File: src/sv/ole_pkg.sv
// Shared constants and types for the ordered list engine.
package ole_pkg;
	localparam int CAPACITY = 256;
	localparam int AW = $clog2(CAPACITY);
	localparam int CW = AW + 1;

	localparam logic [3:0] CMD_INS_FIRST  = 4'd0;
	localparam logic [3:0] CMD_INS_LAST   = 4'd1;
	localparam logic [3:0] CMD_INS_AT     = 4'd2;
	localparam logic [3:0] CMD_INS_BEFORE = 4'd3;
	localparam logic [3:0] CMD_DEL_FIRST  = 4'd4;
	localparam logic [3:0] CMD_DEL_LAST   = 4'd5;
	localparam logic [3:0] CMD_DEL_AT     = 4'd6;
	localparam logic [3:0] CMD_DEL_VALUE  = 4'd7;
	localparam logic [3:0] CMD_FIND       = 4'd8;
	localparam logic [3:0] CMD_READ       = 4'd9;
	localparam logic [3:0] CMD_REVERSE    = 4'd10;
	localparam logic [3:0] CMD_CLEAR      = 4'd11;

	localparam logic [2:0] ST_OK        = 3'd0;
	localparam logic [2:0] ST_BAD_INDEX = 3'd1;
	localparam logic [2:0] ST_NOT_FOUND = 3'd2;
	localparam logic [2:0] ST_EMPTY     = 3'd3;
	localparam logic [2:0] ST_FULL      = 3'd4;

	typedef struct packed {
		logic          we;
		logic [AW-1:0] waddr;
		logic [31:0]   wdata;
		logic          re;
		logic [AW-1:0] raddr;
	} mem_req_t;
endpackage

File: src/sv/ole_seq.sv
// Command sequencer: walks, shifts and swaps entries through the memory.
module ole_seq import ole_pkg::*; (
	input  logic        clk,
	input  logic        arst_n,
	input  logic        in_valid,
	output logic        in_stall,
	input  logic [3:0]  command,
	input  logic [8:0]  position,
	input  logic [31:0] value,
	input  logic [31:0] target_value,
	output logic        out_valid,
	input  logic        out_stall,
	output logic [2:0]  status,
	output logic [7:0]  found_index,
	output logic [31:0] read_value,
	output logic [8:0]  length,
	output mem_req_t    mreq,
	input  logic [31:0] rdata
);
	localparam logic [2:0] S_IDLE  = 3'd0;
	localparam logic [2:0] S_SCAN  = 3'd1;
	localparam logic [2:0] S_SHUP  = 3'd2;
	localparam logic [2:0] S_SHDN  = 3'd3;
	localparam logic [2:0] S_REVA  = 3'd4;
	localparam logic [2:0] S_REVB  = 3'd5;
	localparam logic [2:0] S_READ  = 3'd6;

	logic [2:0]    state_q;
	logic [CW-1:0] count_q;
	logic [3:0]    cmd_q;
	logic [31:0]   val_q, tgt_q, hold_q;
	logic [CW-1:0] i_q, j_q, idx_q;
	logic          pend_q;
	logic          ov_q;
	logic [2:0]    st_q;
	logic [7:0]    fi_q;
	logic [31:0]   rv_q;
	logic [8:0]    len_q;

	// decode of an accepted request
	logic          imm_w;
	logic [2:0]    imm_st_w;
	logic [2:0]    nxt_w;
	logic [CW-1:0] idx_w;
	logic [CW-1:0] i_w;

	logic [CW-1:0] pos_w;
	assign pos_w = CW'(position);
	assign in_stall = (state_q != S_IDLE) || (ov_q && out_stall);
	wire take = in_valid && !in_stall;
	wire full = (count_q == CW'(CAPACITY));

	assign out_valid   = ov_q;
	assign status      = st_q;
	assign found_index = fi_q;
	assign read_value  = rv_q;
	assign length      = len_q;

	always_comb begin
		imm_w = 1'b1;
		imm_st_w = ST_OK;
		nxt_w = S_IDLE;
		idx_w = '0;
		i_w = '0;
		case (command)
			CMD_INS_FIRST, CMD_INS_LAST, CMD_INS_AT: begin
				if (command == CMD_INS_AT && pos_w > count_q) begin
					imm_st_w = ST_BAD_INDEX;
				end else if (full) begin
					imm_st_w = ST_FULL;
				end else begin
					imm_w = 1'b0;
					nxt_w = S_SHUP;
					i_w = count_q;
					idx_w = (command == CMD_INS_FIRST) ? '0 :
						(command == CMD_INS_LAST) ? count_q : pos_w;
				end
			end
			CMD_INS_BEFORE, CMD_DEL_VALUE, CMD_FIND: begin
				if (count_q == '0) begin
					imm_st_w = ST_NOT_FOUND;
				end else begin
					imm_w = 1'b0;
					nxt_w = S_SCAN;
				end
			end
			CMD_DEL_FIRST, CMD_DEL_LAST, CMD_DEL_AT: begin
				if (command != CMD_DEL_AT && count_q == '0) begin
					imm_st_w = ST_EMPTY;
				end else if (command == CMD_DEL_AT && pos_w >= count_q) begin
					imm_st_w = ST_BAD_INDEX;
				end else begin
					imm_w = 1'b0;
					nxt_w = S_SHDN;
					i_w = ((command == CMD_DEL_FIRST) ? '0 :
						(command == CMD_DEL_LAST) ? count_q - 1'b1 : pos_w)
						+ 1'b1;
				end
			end
			CMD_READ: begin
				if (pos_w >= count_q) begin
					imm_st_w = ST_BAD_INDEX;
				end else begin
					imm_w = 1'b0;
					nxt_w = S_SCAN;
					i_w = pos_w;
				end
			end
			CMD_REVERSE: begin
				if (count_q > CW'(1)) begin
					imm_w = 1'b0;
					nxt_w = S_REVA;
				end
			end
			default: ;
		endcase
	end

	always_comb begin
		mreq = '0;
		case (state_q)
			S_SCAN: begin
				mreq.re = 1'b1;
				mreq.raddr = i_q[AW-1:0];
			end
			S_SHUP: begin
				// move entry i-1 to i, walking down toward idx
				mreq.re = (i_q != idx_q);
				mreq.raddr = AW'(i_q - 1'b1);
				mreq.we = pend_q;
				mreq.waddr = AW'(i_q);
				mreq.wdata = rdata;
				if (i_q == idx_q && !pend_q) begin
					mreq.we = 1'b1;
					mreq.wdata = val_q;
					mreq.waddr = AW'(idx_q);
				end
			end
			S_SHDN: begin
				mreq.re = (i_q < count_q);
				mreq.raddr = AW'(i_q);
				mreq.we = pend_q;
				mreq.waddr = AW'(i_q - 1'b1);
				mreq.wdata = rdata;
			end
			S_REVA: begin
				mreq.re = 1'b1;
				mreq.raddr = AW'(i_q);
			end
			S_REVB: begin
				mreq.re = 1'b1;
				mreq.raddr = AW'(j_q);
			end
			S_READ: begin
				mreq.we = 1'b1;
				if (pend_q) begin
					mreq.waddr = AW'(i_q);
					mreq.wdata = rdata;
				end else begin
					mreq.waddr = AW'(j_q);
					mreq.wdata = hold_q;
				end
			end
			default: ;
		endcase
	end

	always_ff @(posedge clk or negedge arst_n) begin
		if (!arst_n) begin
			state_q <= S_IDLE;
			count_q <= '0;
			ov_q    <= 1'b0;
			pend_q  <= 1'b0;
		end else begin
			case (state_q)
				S_IDLE: begin
					if (take) begin
						cmd_q <= command;
						val_q <= value;
						tgt_q <= target_value;
						st_q <= imm_st_w;
						fi_q <= '0;
						rv_q <= '0;
						pend_q <= 1'b0;
						ov_q <= imm_w;
						idx_q <= idx_w;
						i_q <= i_w;
						j_q <= count_q - 1'b1;
						state_q <= nxt_w;
						if (command == CMD_CLEAR) begin
							count_q <= '0;
							len_q <= '0;
						end else begin
							len_q <= 9'(count_q);
						end
					end else if (ov_q && !out_stall) begin
						ov_q <= 1'b0;
					end
				end
				S_SCAN: begin
					// read issued now; compare data next cycle via pend
					if (pend_q) begin
						if (cmd_q == CMD_READ) begin
							rv_q <= rdata; ov_q <= 1'b1; len_q <= 9'(count_q);
							pend_q <= 1'b0; state_q <= S_IDLE;
						end else if (rdata == ((cmd_q == CMD_INS_BEFORE) ? tgt_q : val_q)) begin
							pend_q <= 1'b0;
							if (cmd_q == CMD_FIND) begin
								fi_q <= 8'(idx_q); ov_q <= 1'b1; len_q <= 9'(count_q);
								state_q <= S_IDLE;
							end else if (cmd_q == CMD_DEL_VALUE) begin
								i_q <= idx_q + 1'b1; state_q <= S_SHDN;
							end else if (full) begin
								st_q <= ST_FULL; ov_q <= 1'b1; len_q <= 9'(count_q);
								state_q <= S_IDLE;
							end else begin
								i_q <= count_q; state_q <= S_SHUP;
							end
						end else if (idx_q + 1'b1 == count_q) begin
							st_q <= ST_NOT_FOUND; ov_q <= 1'b1; len_q <= 9'(count_q);
							pend_q <= 1'b0; state_q <= S_IDLE;
						end else begin
							idx_q <= i_q; i_q <= i_q + 1'b1;
						end
					end else begin
						pend_q <= 1'b1;
						idx_q <= i_q;
						if (cmd_q != CMD_READ) i_q <= i_q + 1'b1;
					end
				end
				S_SHUP: begin
					if (i_q == idx_q) begin
						if (pend_q) begin
							pend_q <= 1'b0;
						end else begin
							count_q <= count_q + 1'b1; ov_q <= 1'b1;
							len_q <= 9'(count_q + 1'b1); state_q <= S_IDLE;
						end
					end else if (pend_q) begin
						i_q <= i_q - 1'b1;
						pend_q <= 1'b0;
					end else begin
						pend_q <= 1'b1;
					end
				end
				S_SHDN: begin
					if (pend_q) begin
						pend_q <= 1'b0; i_q <= i_q + 1'b1;
					end else if (i_q < count_q) begin
						pend_q <= 1'b1;
					end else begin
						count_q <= count_q - 1'b1; ov_q <= 1'b1;
						len_q <= 9'(count_q - 1'b1); state_q <= S_IDLE;
					end
				end
				S_REVA: begin
					state_q <= S_REVB;
				end
				S_REVB: begin
					hold_q <= rdata;
					pend_q <= 1'b1;
					state_q <= S_READ;
				end
				S_READ: begin
					// write b's value to i, then hold_q to j
					if (pend_q) begin
						pend_q <= 1'b0; hold_q <= hold_q;
					end else begin
						if (i_q + 1'b1 >= j_q - 1'b1 || j_q == i_q + 1'b1) begin
							ov_q <= 1'b1; len_q <= 9'(count_q); state_q <= S_IDLE;
						end else begin
							state_q <= S_REVA;
						end
						i_q <= i_q + 1'b1; j_q <= j_q - 1'b1;
					end
				end
				default: state_q <= S_IDLE;
			endcase
		end
	end
endmodule

File: config.mk
export PLATFORM = sky130hd
export DESIGN_NAME = ole_seq
export DESIGN_NICKNAME = d
export VERILOG_FILES = /design/src/sv/ole_pkg.sv /design/src/sv/ole_seq.sv
export SDC_FILE = /design/constraint.sdc
export NUM_CORES = 1
export LEC_CHECK = 0
export ABC_AREA = 1
export BUFFER_PORTS_ARGS = -buffer_cell sky130_fd_sc_hd__buf_2
export CORE_MARGIN = 4
export CORE_UTILIZATION = 35
export DETAILED_ROUTE_END_ITERATION = 16
export PLACE_DENSITY = 0.57
export SYNTH_ARGS = -nofsm -noshare
export SYNTH_HDL_FRONTEND = slang
export SYNTH_SLANG_ARGS = --single-unit
File: constraint.sdc
create_clock -name clk -period 4.2 [get_ports clk]
set_input_delay 0.84 -clock clk [delete_from_list [all_inputs] [get_ports clk]]
set_output_delay 0.84 -clock clk [all_outputs]
set_load 0.03 [all_outputs]
==> results.sh, run 1 <==
export IMPL_worst_ir_drop_vdd_v=0.000338
export IMPL_row_cnt=69
export IMPL_netlist_top_cells_area="sky130_fd_sc_hd__edfxtp_1, sky130_fd_sc_hd__nand2_1, sky130_fd_sc_hd__nand3_1"
export IMPL_timing_critical_path_cells="clkinv_1, ha_1, nand2_1, o21ai_0, nand3_1, a21oi_1, nor2_1, o21ai_0, nand2_1, inv_1, nand3_1, buf_2"
export IMPL_clock_root_buffer="sky130_fd_sc_hd__clkbuf_16"
export IMPL_clk_pin_slew_ns=0.08
export IMPL_num_vias=12631
export IMPL_avgRoutedWirePerCell_um=20.5
export IMPL_design_power_total_mw=8.85
export IMPL_critical_path_slowest_cell="sky130_fd_sc_hd__dfrtp_1"
export IMPL_worst_path_buf_inv=3
export IMPL_cts_max_level=4
export IMPL_total_routing_resource_utilization_after_global_routing_pct=23.8
export IMPL_crit_path_start_kind="flop"
export IMPL_final_antenna_net_count=0
export IMPL_reg2reg_slack_ns=0.70
export IMPL_netlist_cell_type_count=49
export IMPL_report_final_slew_viol_count=0
export IMPL_worstSkewPairLatency_ns=0.46
export IMPL_cts_sink_count=193
export IMPL_fmax_mhz=248
export IMPL_place_detailed_hpwl_um=36100
export IMPL_finClkSkew_ns=0.0181
export IMPL_yosysWarnings=0
export IMPL_synthCells=1672
export IMPL_die_height_um=200
export IMPL_worst_ep_required_time_ns=3.36
export IMPL_drive_above_1_share_pct=16.7
export IMPL_share_of_the_yosys_chip_area_belonging_to_registers_pct=44.5
export IMPL_critPathCaptureType="output port"
export IMPL_synthesis_area_per_instance_um2=7.69
export IMPL_synth_nets=1819
export IMPL_die_area_um2=39900
export IMPL_setup_viol=0
export IMPL_netlist_area_leader_share_pct=41.8
export IMPL_timing_critical_path_fanout_max=8
export IMPL_synth_to_layout_area_growth_pct=17.7
export IMPL_finalCritPeriodShare_pct=96.1
export IMPL_crit_arrival_ns=3.20
export IMPL_total_leakage_power_nw=6.86
export IMPL_finalWeightedCongestion=0.956
export IMPL_grt_overflow_total=0
export IMPL_unrepaired_setup_endpoints_after_global_routing="false"
export IMPL_iteration_count_of_the_initial_detailed_routing_pass=7
export IMPL_grt_start_max_net_pins=69
export IMPL_worst_hold_path_class="input pin to asynchronous set/reset pin"
export IMPL_layout_filler_cells=3687
export IMPL_synth_edf_count=179
export IMPL_synth_top_cells_by_count="sky130_fd_sc_hd__nand2_1, sky130_fd_sc_hd__nand3_1, sky130_fd_sc_hd__inv_1"
export IMPL_synth_top_cell_by_area="sky130_fd_sc_hd__edfxtp_1"
export IMPL_outcome="complete, no violations"
export IMPL_place_port_buffers=216
export IMPL_route_detailed_vias_per_inst=5.36
export IMPL_final_setup_tns_ns=0
export IMPL_boundaryPins=217
export IMPL_cts_buffers_inserted=17
export IMPL_core_um2=35900
export IMPL_grt_pass1_vias=12177
export IMPL_grt_pass1_wl_um=72400
export IMPL_finalWorstPathRequiredPeriod_ns=4.04
export IMPL_setup_worst_path_class="flop to output port"
export IMPL_cellPowerDensity_nw_per_um2=585
export IMPL_drt_total_wl_um=48200
export IMPL_ys_ff_latch=193
export IMPL_synth_async_sr_flop_share_pct=7.25
export IMPL_synthesis_area_um2=12900
export IMPL_synth_most_common_cell="sky130_fd_sc_hd__nand2_1"
export IMPL_hold_bufs_inserted_after_cts=0
export IMPL_max_cap_violations=0
export IMPL_initial_antenna_violation_count=9
export IMPL_drc_violation_total_after_the_first_tritonroute_iteration=1100
export IMPL_path_delay_family="compound AO/OA/AOI/OAI gates"
export IMPL_critical_path_max_stage_delay_ns=0.52
export IMPL_starting_utilization_of_the_core_area_pct=35.8
export IMPL_dieWidth_um=200
export IMPL_drc_errors=0
export IMPL_final_nets=2026
export IMPL_final_hold_violation_count=0
export IMPL_cts_tree="yes"
export IMPL_max_clock_path_buffers=2
export IMPL_timing_worst_slew_pin_value_ns=1.01
export IMPL_synth_flop_cell="sky130_fd_sc_hd__edfxtp_1"
export IMPL_worst_slew_margin_rel_pct=32.4
## path summary, 6_finish.rpt
| check | startpoint | cells after the start | to |
|---|---|---|---|
| setup / recovery | count_q[2]$_DFFE_PN0P_ | 12 | mreq[8] |
| min in group clk | state_q[1]$_DFFE_PN0P_ | 2 | state_q[1]$_DFFE_PN0P_ |
| max in group asynchronous | arst_n | 1 | count_q[2]$_DFFE_PN0P_ |
| hold reg to reg | state_q[1]$_DFFE_PN0P_ | 2 | state_q[1]$_DFFE_PN0P_ |
| hold / removal | arst_n | 1 | state_q[1]$_DFFE_PN0P_ |
| setup reg to reg | cmd_q[3]$_DFFE_PP_ | 14 | i_q[6]$_DFFE_PP_ |
## sequential cells by signal, indices dropped and copies added (netlist names)
signal	cells
hold_q	32
out_valid	1
val_q	32
found_index	8
count_q	9
tgt_q	32
idx_q	9
pend_q	1
length	9
state_q	3
cmd_q	4
i_q	9
j_q	9
status	3
read_value	32
## where the power goes
group / leakage, nW / internal, mW / switching (mW)
sequential: 1.85 / 2.61 / 0.301
clock: 0.280 / 0.844 / 0.826
combinational: 4.73 / 1.20 / 3.07
total: 6.86 / 4.66 / 4.19
## cell usage in the layout (no fill, tap or decap), drive strengths merged, types with 34 or more instances in the layout
master / n
a21oi: 56
buf: 254
edfxtp: 179
ha: 34
inv: 209
nand2: 463
nand3: 203
nor2: 168
o211ai: 46
o21ai: 95
## layout make-up
cell class	instances	area [um^2]	share of cell area, %
clock buffer	19	433	2.86
tap	461	577	3.81
multi-input combinational	1205	6070	40.1
timing repair buffer	254	1400	9.22
sequential	193	5730	37.8
antenna	3	7.51	0.0496
clock inverter	13	143	0.942
inverter	208	782	5.17
## routing by layer
layer / track usage [%] / share of wire, % / vias to the layer above
met5: 0 / 0.13 / -
met4: 8.63 / 3.1 / 10
met3: 5.21 / 7.5 / 79
met2: 38.3 / 47 / 507
met1: 31.8 / 43 / 5961
li1: - / - / 6074
## repair_timing
| action | CTS | global route |
|---|---|---|
| resized for setup | 0 | 1 |
| buffers inserted | 0 | 10 |
| setup endpoints to repair | 0 | 17 |
## stage by stage
stage          area (um^2)  std cells  worst slack, ns  util, %  hold WS, ns
2_1_floorplan        12900       1672            0.828        -        0.493
3_3_place_gp         14500       2311            0.611     40.3        0.537
3_5_place_dp         14500       2311            0.705     40.3        0.527
4_1_cts              15000       2343            0.179     41.9        0.334
5_1_grt              15100       2354           0.0583     42.1        0.348
6_report             15100       2356            0.165     42.1        0.346
## cell families after synthesis
group	after synthesis	synth area share [%]
muxes	2	0.156
adders and majority gates	34	3.31
xor gates and xnor gates	29	2.08
and+or+nand+nor	891	29.8
DFF	193	44.5
AOI/OAI and AO/OA	249	11.7
buffers and inverters	274	8.50
Note: power is estimated with default switching activity, not from simulation.
==> run 2: changes to the inputs <==
- CELL_PAD_IN_SITES_DETAIL_PLACEMENT: unset -> 0
- CELL_PAD_IN_SITES_GLOBAL_PLACEMENT: unset -> 2
- CORE_UTILIZATION: 35 -> 30
- PLACE_DENSITY: 0.57 -> 0.79
==> run 2 against run 1 <==
Routed wire length grew 7.0%; clock power about the same; cell area is 1.7% higher; clock skew is 0.0032 ns lower; sequential share of layout area fell by 0.63 points; non-clock buffer count up 17; core utilization shrank 5.6 points; sequential cell count did not move; total power rose by 1.8%; global-route usage fell by 1.9 points; via count about the same; sequential power fell by 2%; highest routed layer unchanged.
==> results.sh, run 2 (synthesis results as in run 1) <==
export IMPL_outcome="complete, no violations"
export IMPL_setup_viol=0
export IMPL_net_switching_power_mw=4.35
export IMPL_die_area_um2=46200
export IMPL_max_cap_violations=0
export IMPL_clkPwrFrac_pct=18.8
export IMPL_worst_ir_drop_vdd_v=0.000340
export IMPL_place_port_buffers=216
export IMPL_worstSkewPairLatency_ns=0.50
export IMPL_drive_above_1_share_pct=17.5
export IMPL_cts_sink_count=193
export IMPL_crit_path_frequent_cell="sky130_fd_sc_hd__inv_2"
export IMPL_final_cells=2452
export IMPL_mostFrequentLayoutCells="sky130_fd_sc_hd__nand2_1, sky130_fd_sc_hd__buf_2, sky130_fd_sc_hd__nand3_1"
export IMPL_total_leakage_power_nw=6.95
export IMPL_grt_start_max_net_pins=51
export IMPL_iteration_count_of_the_initial_detailed_routing_pass=5
export IMPL_hold_bufs_inserted_after_cts=0
export IMPL_layout_cell_area_non_filler_um2=15400
export IMPL_critPathCaptureType="output port"
export IMPL_worst_slew_margin_rel_pct=31.3
export IMPL_report_final_slew_viol_count=0
export IMPL_internal_pwr_total_mw=4.66
export IMPL_grt_pass1_wl_um=76600
export IMPL_cts_tree="yes"
export IMPL_worst_hold_path_class="input pin to asynchronous set/reset pin"
export IMPL_hold_slack_ns=0.353
export IMPL_starting_utilization_of_the_core_area_pct=30.5
export IMPL_critical_path_slowest_cell="sky130_fd_sc_hd__inv_2"
export IMPL_finalWorstSetupSlack_ns=0.328
export IMPL_place_detailed_hpwl_um=38300
export IMPL_cellPowerDensity_nw_per_um2=585
export IMPL_clk_pin_slew_ns=0.09
export IMPL_power_combinational_fraction_pct=49.5
export IMPL_unrepaired_setup_endpoints_after_global_routing="false"
export IMPL_max_clock_path_buffers=2
export IMPL_boundaryPins=217
export IMPL_placedCellCount=2396
export IMPL_dieWidth_um=215
export IMPL_drc_violation_total_after_the_first_tritonroute_iteration=1062
export IMPL_total_routing_resource_utilization_after_global_routing_pct=21.9
export IMPL_final_nets=2043
export IMPL_sw_share_pct=48.3
export IMPL_drc_errors=0
export IMPL_fmax_mhz=258
export IMPL_num_vias=12643
export IMPL_crit_arrival_ns=3.03
export IMPL_die_height_um=215
export IMPL_dpl_instance_area_um2=14600
export IMPL_finClkSkew_ns=0.0149
export IMPL_timing_critical_path_fanout_max=26
export IMPL_finalCritPeriodShare_pct=92.2
export IMPL_cts_max_level=4
export IMPL_final_hold_violation_count=0
export IMPL_cts_buffers_inserted=17
export IMPL_timing_worst_slew_pin_value_ns=1.03
export IMPL_reg2reg_slack_ns=0.67
export IMPL_timing_critical_path_cells="inv_1, nor2_1, inv_1, nor2_4, inv_2, nor2_1, inv_2, nand2_1, inv_2, o211ai_1, buf_2"
export IMPL_avgRoutedWirePerCell_um=21.0
export IMPL_drt_total_wl_um=51600
export IMPL_grt_pass1_vias=12420
export IMPL_layout_commonest_cell="sky130_fd_sc_hd__nand2_1"
export IMPL_pre_cts_ws_ns=0.655
export IMPL_seq_power_share_pct=31.7
export IMPL_route_detailed_vias_per_inst=5.16
export IMPL_finalWorstPathRequiredPeriod_ns=3.87
export IMPL_critical_path_max_stage_delay_ns=0.53
export IMPL_row_cnt=75
export IMPL_setup_worst_path_class="flop to output port"
export IMPL_clock_root_buffer="sky130_fd_sc_hd__clkbuf_16"
export IMPL_worst_ep_required_time_ns=3.36
export IMPL_synth_to_layout_area_growth_pct=19.7
export IMPL_finalWeightedCongestion=0.923
export IMPL_core_um2=42100
export IMPL_crit_path_start_kind="flop"
export IMPL_final_antenna_net_count=0
export IMPL_grt_overflow_total=0
export IMPL_final_setup_tns_ns=0
export IMPL_initial_antenna_violation_count=5
-- run 2: changes by cell type in the layout (fill, tap and decap cells not counted), sizes merged --
| cell | delta |
|---|---|
| buf | +16 |
| clkinv | +4 |
| inv | -2 |
| bufinv | -1 |
| clkbuf | -1 |
| clkinvlp | +1 |
| diode | +1 |
-- run 2: stage by stage --
step	util, %	power [mW]
floorplan	-	5.61
global placement	34.7	7.23
detailed placement	34.7	7.24
CTS	36.1	8.95
global route	36.5	9.55
finish	36.5	9.00
-- run 2: cell type report --
class	instances	area, um^2
repair buffers	271	1530
clock buffers	17	425
multi-input cells	1205	6080
inverters	208	782
diodes	4	10.0
flip-flops and latches	193	5730
well taps	539	674
clock inverters	15	168
fillers	4482	26700
-- run 2: critical path, delay by kind of cell, from the launching register on --
kind,cells,cell delay (ns)
AOI/OAI and AO/OA,1,0.24
buffers and inverters,6,1.52
and+or+nand+nor,4,0.36
DFF,1,0.41
-- run 2: what timing repair did --
action	CTS	global route
endpoints found under the hold margin	0	0
buffers inserted	0	20
setup endpoints to repair	0	25
resized for setup	0	3
-- run 2: power groups by stage --
| stage | Clock (mW) | Sequential, mW | Combinational (mW) |
|---|---|---|---|
| after floorplan | 0 | 3.10 | 2.52 |
| after global placement | 0 | 2.95 | 4.28 |
| final | 1.70 | 2.85 | 4.46 |
| after CTS | 1.74 | 2.92 | 4.30 |
| after detailed placement | 0 | 2.95 | 4.28 |
| after global routing | 1.80 | 2.89 | 4.86 |
-- run 2: per-layer routing --
metal  up-vias  global-route usage (%)  part of all wire [%]
met4         4                    6.89                   2.7
met1      6011                    28.8                    44
met5         -                       0                 0.041
met3        78                    4.92                   6.1
li1       6105                       -                     -
met2       445                    36.1                    47
-- run 2: final timing paths --
kind | from | end | cells past startpoint
hold / removal | arst_n | pend_q$_DFFE_PN0P_ | 2
hold reg to reg | state_q[0]$_DFFE_PN0P_ | state_q[0]$_DFFE_PN0P_ | 2
max in group asynchronous | arst_n | state_q[1]$_DFFE_PN0P_ | 2
setup / recovery | state_q[1]$_DFFE_PN0P_ | mreq[9] | 11
min in group clk | value[18] | val_q[18]$_DFFE_PP_ | 1
setup reg to reg | cmd_q[3]$_DFFE_PP_ | idx_q[7]$_DFFE_PP_ | 14
==> run 3: changes to the inputs <==
- BUFFER_PORTS_ARGS: -buffer_cell sky130_fd_sc_hd__buf_2 -> -buffer_cell sky130_fd_sc_hd__buf_4
- CORE_ASPECT_RATIO: unset -> 0.75
==> run 3 against run 2 <==
First-iteration DRC count is 26% higher; cell area grew 2.5%; cell count grew 0.41%; global-route usage up 0.77 points; highest routed layer unchanged; maximum frequency rose by 0.38%; non-clock buffer count fell by 16; hold slack got worse by 0.11 ns; critical path depth increased by 1; sequential cell count unchanged; die area hardly changed; setup slack gained 0.015 ns; core utilization is 0.85 points higher.
==> results.sh, run 3 (synthesis results as in run 1) <==
export IMPL_outcome="complete, no violations"
export IMPL_finalWeightedCongestion=0.930
export IMPL_drc_errors=0
export IMPL_crit_arrival_ns=3.02
export IMPL_worstSkewPairLatency_ns=0.47
export IMPL_grt_pass1_wl_um=78100
export IMPL_critical_path_max_stage_delay_ns=0.60
export IMPL_report_final_slew_viol_count=0
export IMPL_core_um2=42200
export IMPL_setup_viol=0
export IMPL_iteration_count_of_the_initial_detailed_routing_pass=5
export IMPL_layout_filler_cells=4432
export IMPL_grt_start_max_net_pins=69
export IMPL_clock_root_buffer="sky130_fd_sc_hd__clkbuf_16"
export IMPL_cts_buffers_inserted=17
export IMPL_drive_above_1_share_pct=16.7
export IMPL_initial_antenna_violation_count=3
export IMPL_total_routing_resource_utilization_after_global_routing_pct=22.7
export IMPL_final_antenna_net_count=0
export IMPL_final_setup_tns_ns=0
export IMPL_ctsResizeCount=0
export IMPL_worst_ir_drop_vdd_v=0.000375
export IMPL_place_port_buffers=216
export IMPL_seqCellArea_um2=5730
export IMPL_drc_violation_total_after_the_first_tritonroute_iteration=1338
export IMPL_place_detailed_hpwl_um=40600
export IMPL_hold_bufs_inserted_after_cts=0
export IMPL_mostFrequentLayoutCells="sky130_fd_sc_hd__nand2_1, sky130_fd_sc_hd__buf_4, sky130_fd_sc_hd__nand3_1"
export IMPL_max_clock_path_buffers=2
export IMPL_worst_slew_margin_rel_pct=38.7
export IMPL_worst_ep_required_time_ns=3.36
export IMPL_worst_hold_path_class="input pin to asynchronous set/reset pin"
export IMPL_finalCritPeriodShare_pct=91.8
export IMPL_cts_max_level=4
export IMPL_starting_utilization_of_the_core_area_pct=30.5
export IMPL_cellPowerDensity_nw_per_um2=583
export IMPL_finClkSkew_ns=0.0181
export IMPL_multi_input_area_um2=6070
export IMPL_row_cnt=65
export IMPL_crit_path_start_kind="flop"
export IMPL_timing_worst_slew_pin_value_ns=0.912
export IMPL_timing_critical_path_cells="clkinv_1, ha_1, nand2_1, o21ai_0, nand3_1, a21oi_1, nor2_1, o21ai_0, nand2_1, inv_1, nand3_1, buf_4"
export IMPL_finalWorstPathRequiredPeriod_ns=3.86
export IMPL_layout_commonest_cell="sky130_fd_sc_hd__nand2_1"
export IMPL_unrepaired_setup_endpoints_after_global_routing="false"
export IMPL_critical_path_reg2reg_startpoint="i_q[0]$_DFFE_PP_"
export IMPL_fmax_mhz=259
export IMPL_r2r_end="length[8]$_DFFE_PP_"
export IMPL_die_area_um2=46300
export IMPL_boundaryPins=217
export IMPL_grt_pass1_vias=11695
export IMPL_cts_tree="yes"
export IMPL_die_height_um=187
export IMPL_met2_wirelength_um=22200
export IMPL_grt_overflow_total=0
export IMPL_highest_layer="met5"
export IMPL_met3_wirelength_um=4110
export IMPL_clk_pin_slew_ns=0.08
export IMPL_design_power_total_mw=9.21
export IMPL_synth_to_layout_area_growth_pct=22.7
export IMPL_avgRoutedWirePerCell_um=21.7
export IMPL_m1WireLength_um=26500
export IMPL_drt_total_wl_um=53500
export IMPL_timing_reg2reg_worst_path_depth=15
export IMPL_cts_sink_count=193
export IMPL_final_hold_violation_count=0
export IMPL_dieWidth_um=247
export IMPL_critical_path_slowest_cell="sky130_fd_sc_hd__dfrtp_1"
export IMPL_max_cap_violations=0
export IMPL_total_leakage_power_nw=7.00
export IMPL_route_detailed_vias_per_inst=5.13
export IMPL_postCtsSetupBuffers=0
export IMPL_setup_worst_path_class="flop to output port"
export IMPL_final_nets=2027
export IMPL_reg2reg_slack_ns=0.61
export IMPL_num_vias=12626
export IMPL_critPathCaptureType="output port"
export IMPL_timing_critical_path_fanout_max=8
## run 3: cell count changes in the layout (fill, tap and decap cells not counted), sizes merged
cell / change
bufinv: +1
buf: -15
clkbuf: -1
diode: -3
inv: -2
clkinv: +2
clkinvlp: -2
## run 3: worst max-delay path by stage
| stage | cells past startpoint | slack [ns] | to | from |
|---|---|---|---|---|
| 5_1_grt | 10 | 0.15 | mreq[22] | i_q[2]$_DFFE_PP_ |
| 3_3_place_gp | 14 | 0.77 | length[2]$_DFFE_PP_ | state_q[1]$_DFFE_PN0P_ |
| 6_report | 12 | 0.34 | mreq[8] | count_q[2]$_DFFE_PN0P_ |
| 3_5_place_dp | 15 | 0.74 | length[6]$_DFFE_PP_ | i_q[0]$_DFFE_PP_ |
| 2_1_floorplan | 7 | 0.83 | read_value[0]$_SDFFCE_PN0P_ | out_stall |
| 4_1_cts | 12 | 0.37 | mreq[8] | count_q[2]$_DFFE_PN0P_ |
## run 3: power by group
group | internal (mW) | switching [mW] | total [mW]
logic | 1.39 | 3.23 | 4.62
clock network | 0.824 | 0.811 | 1.63
registers | 2.61 | 0.342 | 2.95
total | 4.83 | 4.38 | 9.21
## run 3: per-stage QoR
step	hold WS [ns]	instances	worst slack, ns	utilization (%)	cell area (um^2)
CTS	0.229	2461	0.372	37.4	15800
finish	0.244	2462	0.343	37.4	15800
floorplan	0.493	1672	0.828	-	12900
global placement	0.520	2430	0.767	36.1	15200
global route	0.234	2462	0.145	37.4	15800
detailed placement	0.530	2430	0.736	36.1	15200
## run 3: layout make-up
cell class | count | area share [%]
flip-flops and latches | 193 | 36.3
repair buffers | 255 | 12.2
inverters | 208 | 4.96
well taps | 569 | 4.51
clock buffers | 17 | 2.70
clock inverters | 14 | 0.833
diodes | 1 | 0.0159
multi-input cells | 1205 | 38.5
## run 3: routing by layer
metal	vias to the layer above	track usage, %
met2	460	32.0
met3	40	5.12
li1	6067	-
met1	6055	35.3
met4	4	4.19
met5	-	0
## run 3: worst max-delay path: cells and delay by family (launching register included)
family	cells	cell delay [ns]
DFF	1	0.60
buffers and inverters	3	0.59
AOI/OAI and AO/OA	3	0.49
adders and majority gates	1	0.34
and+or+nand+nor	5	0.53
